[config.mk]
export PLATFORM = sky130hd
export DESIGN_NAME = smx_div
export DESIGN_NICKNAME = d
export VERILOG_FILES = /design/src/rtl/smx_pkg.sv /design/src/rtl/smx_div.sv
export SDC_FILE = /design/constraint.sdc
export NUM_CORES = 1
export LEC_CHECK = 0
export BUFFER_PORTS_ARGS = -buffer_cell sky130_fd_sc_hd__buf_2
export CAP_MARGIN = 5
export CORE_ASPECT_RATIO = 1.2
export CORE_MARGIN = 3
export CORE_UTILIZATION = 49
export DETAILED_ROUTE_END_ITERATION = 8
export PLACE_DENSITY = 0.76
export SYNTH_ARGS = -nofsm -noshare
export SYNTH_HDL_FRONTEND = slang
export SYNTH_SLANG_ARGS = --single-unit
[constraint.sdc]
create_clock -name clk -period 2.55 [get_ports clk]
set_input_delay 0.255 -clock clk [delete_from_list [all_inputs] [get_ports clk]]
set_output_delay 0.255 -clock clk [all_outputs]
set_load 0.02 [all_outputs]
[src/rtl/smx_pkg.sv]
// Shared types, constants and a helper function of the stack machine executor.
package smx_pkg;

	// stack geometry
	localparam int STACK_DEPTH = 1024;
	localparam int DEPTH_W     = $clog2(STACK_DEPTH + 1);
	localparam int ADDR_W      = $clog2(STACK_DEPTH);

	// datapath widths
	localparam int WORD_W  = 32;
	localparam int EXT_W   = WORD_W + 1;
	localparam int WIDE_W  = 2 * WORD_W;
	localparam int LIMIT_W = 31;
	localparam int DCNT_W  = $clog2(WORD_W);

	localparam logic [LIMIT_W-1:0] LIMIT_RESET = 31'd1000000000;

	// instruction codes
	localparam logic [3:0] OP_BEGIN = 4'd0;
	localparam logic [3:0] OP_NUM   = 4'd1;
	localparam logic [3:0] OP_POP   = 4'd2;
	localparam logic [3:0] OP_INV   = 4'd3;
	localparam logic [3:0] OP_DUP   = 4'd4;
	localparam logic [3:0] OP_SWP   = 4'd5;
	localparam logic [3:0] OP_ADD   = 4'd6;
	localparam logic [3:0] OP_SUB   = 4'd7;
	localparam logic [3:0] OP_MUL   = 4'd8;
	localparam logic [3:0] OP_DIV   = 4'd9;
	localparam logic [3:0] OP_MOD   = 4'd10;
	localparam logic [3:0] OP_END   = 4'd11;

	// instruction beat
	typedef struct packed {
		logic [3:0]               req_type;
		logic signed [WORD_W-1:0] operand_value;
	} cmd_t;

	// result beat
	typedef struct packed {
		logic signed [WORD_W-1:0] result_value;
		logic                     result_error;
	} rsp_t;

	// divider request and response
	typedef struct packed {
		logic              start;
		logic [WORD_W-1:0] dividend;
		logic [WORD_W-1:0] divisor;
	} div_req_t;

	typedef struct packed {
		logic              done;
		logic [WORD_W-1:0] quo;
		logic [WORD_W-1:0] rem;
	} div_rsp_t;

	// true when the magnitude of v is above the limit
	function automatic logic mag_over(input logic signed [WIDE_W-1:0] v,
			input logic [LIMIT_W-1:0] lim);
		logic [WIDE_W-1:0] m;
		m = v[WIDE_W-1] ? WIDE_W'(-v) : WIDE_W'(v);
		return m > WIDE_W'(lim);
	endfunction

endpackage

[src/rtl/smx_div.sv]
// Bit-serial restoring divider for unsigned magnitudes, one quotient bit a cycle.
module smx_div (
	input  logic              clk,
	input  logic              arst_n,
	input  smx_pkg::div_req_t req,
	output smx_pkg::div_rsp_t rsp
);
	import smx_pkg::*;

	logic              busy_q;
	logic              done_q;
	logic [DCNT_W-1:0] cnt_q;
	logic [WORD_W-1:0] rem_q;
	logic [WORD_W-1:0] quo_q;
	logic [WORD_W-1:0] dvs_q;
	logic [WORD_W:0]   shifted;
	logic [WORD_W:0]   diff;

	// trial subtract of the divisor from the shifted partial remainder
	assign shifted = {rem_q, quo_q[WORD_W-1]};
	assign diff    = shifted - {1'b0, dvs_q};

	// step control
	always_ff @(posedge clk or negedge arst_n) begin
		if (!arst_n) begin
			busy_q <= 1'b0;
			done_q <= 1'b0;
			cnt_q  <= '0;
		end else begin
			done_q <= 1'b0;
			if (req.start) begin
				busy_q <= 1'b1;
				cnt_q  <= '0;
			end else if (busy_q) begin
				cnt_q <= cnt_q + DCNT_W'(1);
				if (cnt_q == DCNT_W'(WORD_W - 1)) begin
					busy_q <= 1'b0;
					done_q <= 1'b1;
				end
			end
		end
	end

	// load operands, then shift in one quotient bit a cycle
	always_ff @(posedge clk) begin
		if (req.start) begin
			rem_q <= '0;
			quo_q <= req.dividend;
			dvs_q <= req.divisor;
		end else if (busy_q) begin
			if (!diff[WORD_W]) begin
				rem_q <= diff[WORD_W-1:0];
				quo_q <= {quo_q[WORD_W-2:0], 1'b1};
			end else begin
				rem_q <= shifted[WORD_W-1:0];
				quo_q <= {quo_q[WORD_W-2:0], 1'b0};
			end
		end
	end

	assign rsp.done = done_q;
	assign rsp.quo  = quo_q;
	assign rsp.rem  = rem_q;

endmodule

======== After elaboration in Yosys (flattened, before gate mapping) ========
Index checks and enable logic that the tools add are counted.
operators by class
  add/sub/neg operators ................... 2
  $mul .................................... 0
  divide/modulo/power cells ............... 0
  magnitude comparators ................... 0
  eq/ne operators ......................... 1
  shifts and indexed selects .............. 0
  multiplexer cells ....................... 12
  bitwise logic cells ..................... 0
  reductions and logical operators ........ 1
operators with widths
  cell                   count
  $mux W32               3
  $sub A33 B32 Y33       1
  $mux W5                2
  $mux W1                7
  $add A5 B1 Y5 const B  1
  $eq A5 B5 Y1 const B   1
  $reduce_bool A2 Y1     1
storage, ports and cells
  register bits ........................... 103
  bits in latches ......................... 0
  memory bits (writable) .................. 0
  bits in read-only memories .............. 0
  bits of input ports ..................... 67
  output and inout port bits .............. 65
  word-level logic and storage cells ...... 22
  memories kept ........................... 0

======== Logic depth before layout (Yosys ltp) ========
  depth after elaboration ................. 4
  depth in mapped cells ................... 13
  mapped depth without buffers ............ 12

======== Worst setup path before layout ========
Ideal clock, no wire load.
  kind .................................... register -> register
  from .................................... register quo_q[31]
  to ...................................... register rem_q[0]
  setup time .............................. 0.086 ns
  arrival time ............................ 2.904 ns
  setup slack ............................. -0.440 ns
  cell stages (with the launch flop) ...... 13
  path buffers ............................ 0
  path through ............................ edfxtp_1 inv_1 ha_1 fa_1 nand2b_1 a21oi_1 o21a_2 nand4bb_1 and4_4 a31oi_4 xnor2_4 mux2_2 a211oi_1
on the way
  cells in the longest elaborated chain, start to end .. 2
RTL lines
  element                   line           text
  start: declaration        smx_div.sv:14  logic [WORD_W-1:0] quo_q;
  start signal: assignment  smx_div.sv:48  quo_q <= req.dividend;
  start signal: assignment  smx_div.sv:53  quo_q <= {quo_q[WORD_W-2:0], 1'b1};
  start signal: assignment  smx_div.sv:56  quo_q <= {quo_q[WORD_W-2:0], 1'b0};
  $sub A33 B32 Y33          smx_div.sv:21  assign diff = shifted - {1'b0, dvs_q};
  $mux W32 (*)              smx_div.sv:51  if (!diff[WORD_W]) begin
  end signal: assignment    smx_div.sv:52  rem_q <= diff[WORD_W-1:0];
  end signal: assignment    smx_div.sv:55  rem_q <= shifted[WORD_W-1:0];
  end: declaration          smx_div.sv:13  logic [WORD_W-1:0] rem_q;
Every way passes the cells marked *; elsewhere a longest branch is shown, timed or not.
A chain may end at the register's enable or synchronous reset.

======== Worst setup path in the final report ========
  from .................................... register dvs_q[0]
  to ...................................... register rem_q[9]
on the way
  cells in the longest elaborated chain, start to end .. 2
RTL lines
  element                   line           text
  start: declaration        smx_div.sv:15  logic [WORD_W-1:0] dvs_q;
  start signal: assignment  smx_div.sv:49  dvs_q <= req.divisor;
  $sub A33 B32 Y33          smx_div.sv:21
  $mux W32                  smx_div.sv:51
No other way between the ends.

==> impl_metrics.ini <==
[routing]
wl_um = 15060
dr.pass1.iters = 4
vias_per_cell = 5.400
drc_errors = 0
num_vias = 4930
drt_iter0_drc = 288
post_drt_wl_per_cell_um = 16.49
final_antenna_net_count = 0

[sta]
fmaxAchievable_mhz = 347.3
setup_violations = 33
setup_ws_ns = -0.3295
tightest_slew_ns = 0.7559
final.setup_skew_ns = 0.01050
hold_violations = 0
fin_crit_ns = 2.880
relSlewSlack_pct = 49.60
grt_setup_unrepaired = yes
slew_violations = 0
period_share_pct = 112.9

[global_routing]
track_usage_pct = 23.39
antenna_found_initial = 0
grt_overflow_total = 0
grt_max_degree = 69
grt_pass1_wl_um = 25160
grt_pass1_vias = 5270

[yosys]
ys_warn_count = 0
yosysUniqueCellTypes = 59
yosysSeqAreaShare_pct = 47.07
synthFlopType = edfxtp_1
synthesis.area_um2 = 5816
syn_inst = 524
synth.avg_cell_area_um2 = 11.10
synth-edff-count = 64
syn_nets = 626
async_flop_share_pct = 6.796
synth_seq_cells = 103

[worst_setup_path]
reg2regPathDepth = 13
critical_path_class = reg -> reg
end_kind = flip-flop
required_ns = 2.75
worstPathMaxFanout = 7
cp.arrival_ns = 3.08
critPathLaunchType = flip-flop
r2r_setup_slack_ns = -0.33
r2r-start = dvs_q[0]
cp_slowest_stage_delay_ns = 0.43
crit_chain = ha_4 > fa_2 > nand2b_4 > a21oi_4 > o21a_2 > nand4bb_4 > and4_4 > a31oi_4 > xnor2_4 > buf_6 > buf_12 > mux2i_2 > a211oi_2
cp_slowest_cell = edfxtp_1
worstReg2RegEnd = rem_q[9]
crit_family = simple AND/OR/NAND/NOR gates
cp.buffers_inverters = 2

[placed_design]
place_hpwl_um = 10930
post_dp_cell_area_um2 = 7347
placed_cells = 885
finalWeightedCongestion = 0.8682
io_buffer_count = 131

[clocking]
cts_buffers = 9
root_buffer = clkbuf_16
clkLatencyLatePin_ns = 0.36
cts_tree = yes
htreeDepth = 3
clock-sinks = 103
clk_path_buf_depth = 2
clkTransAtPathRegs_ns = 0.08

[floorplan]
start_util_pct = 51.47
ios = 132
core-area_um2 = 11300
fp.dieArea_um2 = 13220
rows = 42
die_h_um = 125.3
fp.dieW_um = 105.5

[layout]
syn_to_final_growth_pct = 36.73
final_area_um2 = 7951
finish.utilization_pct = 70.38
layout-drive-gt1-share_pct = 42.82
nets = 856
mostFrequentLayoutCell = buf_2
n_antenna_cell = 0
final_cell_mix = buf_2 (130), buf_4 (102), edfxtp_1 (64)
layout.cells.non_filler = 913
fillCellCount = 807

[pwr]
vdd_drop_max_v = 0.0006664
internal-power_mw = 5.622
power_switching_mw = 3.580
powerDensity_nw_per_um2 = 1157
p_seq_share_pct = 25.6
switching_share_pct = 38.90
p_comb_share_pct = 58.8
power_leakage_nw = 3.736
p_clk_share_pct = 15.6

[min_path]
hold_depth = 1
hp-class = in -> reg
worstHoldStart = req[8]
min_to = dvs_q[8]

[run_status]
outcome = finished with violations
violations = negative setup slack

[run]
drv_cap = 0
flip-flops by register name (all words and copies together) (netlist names):
name / flops
busy_q: 1
cnt_q: 5
done_q: 1
dvs_q: 32
quo_q: 32
rem_q: 32
worst reg2reg max path: stages (launching register included):
cell	delay [ns]
edfxtp_1	0.43
ha_4	0.19
fa_2	0.34
nand2b_4	0.16
a21oi_4	0.13
o21a_2	0.14
nand4bb_4	0.15
and4_4	0.25
a31oi_4	0.11
xnor2_4	0.19
buf_6	0.17
buf_12	0.14
mux2i_2	0.24
a211oi_2	0.10
stage by stage:
step | worst slack [ns] | hold slack (ns) | power, mW | setup TNS (ns)
2_1_floorplan | -0.2931 | -0.04059 | 5.257 | -8.917
3_3_place_gp | -0.3593 | 0.09095 | 6.968 | -9.489
3_5_place_dp | -0.4931 | 0.09626 | 7.123 | -13.29
4_1_cts | -0.2828 | 0.06099 | 9.107 | -7.458
5_1_grt | -0.4504 | 0.06050 | 9.739 | -13.03
6_report | -0.3295 | 0.07059 | 9.202 | -8.594
metal layers:
layer | share of wire, % | wire length, um | GRT usage, %
met1 | 40 | 6068 | 27.72
met5 | 0 | 0 | 0
met3 | 5.0 | 746 | 4.227
met2 | 52 | 7901 | 41.74
met4 | 2.3 | 343 | 9.189
cells by family after synthesis:
family	after synthesis	synth area share, %
compound gates	121	14.97
simple gates	105	8.713
flops	103	47.07
mux	65	11.92
buf+inv	63	4.518
fa+ha+maj	35	7.659
xor+xnor	32	5.142
cells in the mapped netlist (all sizes together), types with 2 or more instances:
master	instances	area share (%)
and2	4	0.43
nand4	4	0.43
clkbuf	19	1.2
o21bai	5	0.65
inv	39	2.5
and3	8	0.86
o22ai	3	0.32
a211o	2	0.30
ha	34	7.3
o21a	5	0.67
o2111ai	2	0.30
edfxtp	64	33
mux2	34	6.6
a221oi	2	0.30
nor2b	3	0.32
xor2	12	1.8
a311oi	2	0.30
nand2b	7	0.75
a21boi	2	0.26
a21o	11	1.4
a21oi	29	2.5
mux2i	31	5.3
nand3	4	0.34
nor2	47	3.0
o21ai	10	0.93
dfxtp	32	11
nand2	18	1.2
a41oi	3	0.45
nor3	2	0.17
a2111oi	2	0.62
dfrtp	7	3.0
buf	5	0.77
a211oi	31	4.0
and4	3	0.49
a31oi	3	0.58
xnor2	20	3.3
worst max-delay path by stage:
stage	start	to	slack, ns	cells past startpoint
2_1_floorplan	quo_q[31]	rem_q[0]	-0.29	12
3_3_place_gp	dvs_q[0]	rem_q[26]	-0.36	12
3_5_place_dp	dvs_q[0]	rem_q[28]	-0.49	12
4_1_cts	dvs_q[0]	rem_q[16]	-0.28	13
5_1_grt	dvs_q[0]	rem_q[9]	-0.45	13
6_report	dvs_q[0]	rem_q[9]	-0.33	13
power by group through the flow:
stage                     sequential (mW)  combinational, mW  clock (mW)
after CTS                            2.35               5.30        1.46
after floorplan                      2.78               2.48           0
after detailed placement             2.37               4.75           0
after global routing                 2.39               5.82        1.52
after global placement               2.35               4.61           0
final                                2.35               5.41        1.44
layout make-up:
type / count / area (um^2) / area share [%]
multi-input combinational: 358 / 2985 / 37.55
clock buffer: 10 / 250.2 / 3.147
timing repair buffer: 243 / 1573 / 19.78
sequential: 103 / 2739 / 34.45
clock inverter: 6 / 65.06 / 0.8183
inverter: 39 / 146.4 / 1.841
tap: 154 / 192.7 / 2.423
timing repair:
action	in CTS	in global routing
buffers inserted	8	1
pin swaps	21	9
endpoints found under the hold margin	7	0
endpoints found under the setup margin	33	33
gates resized for setup	28	8
hold buffers	1	0
cloned	2	0
(Power assumes the default switching activity.)
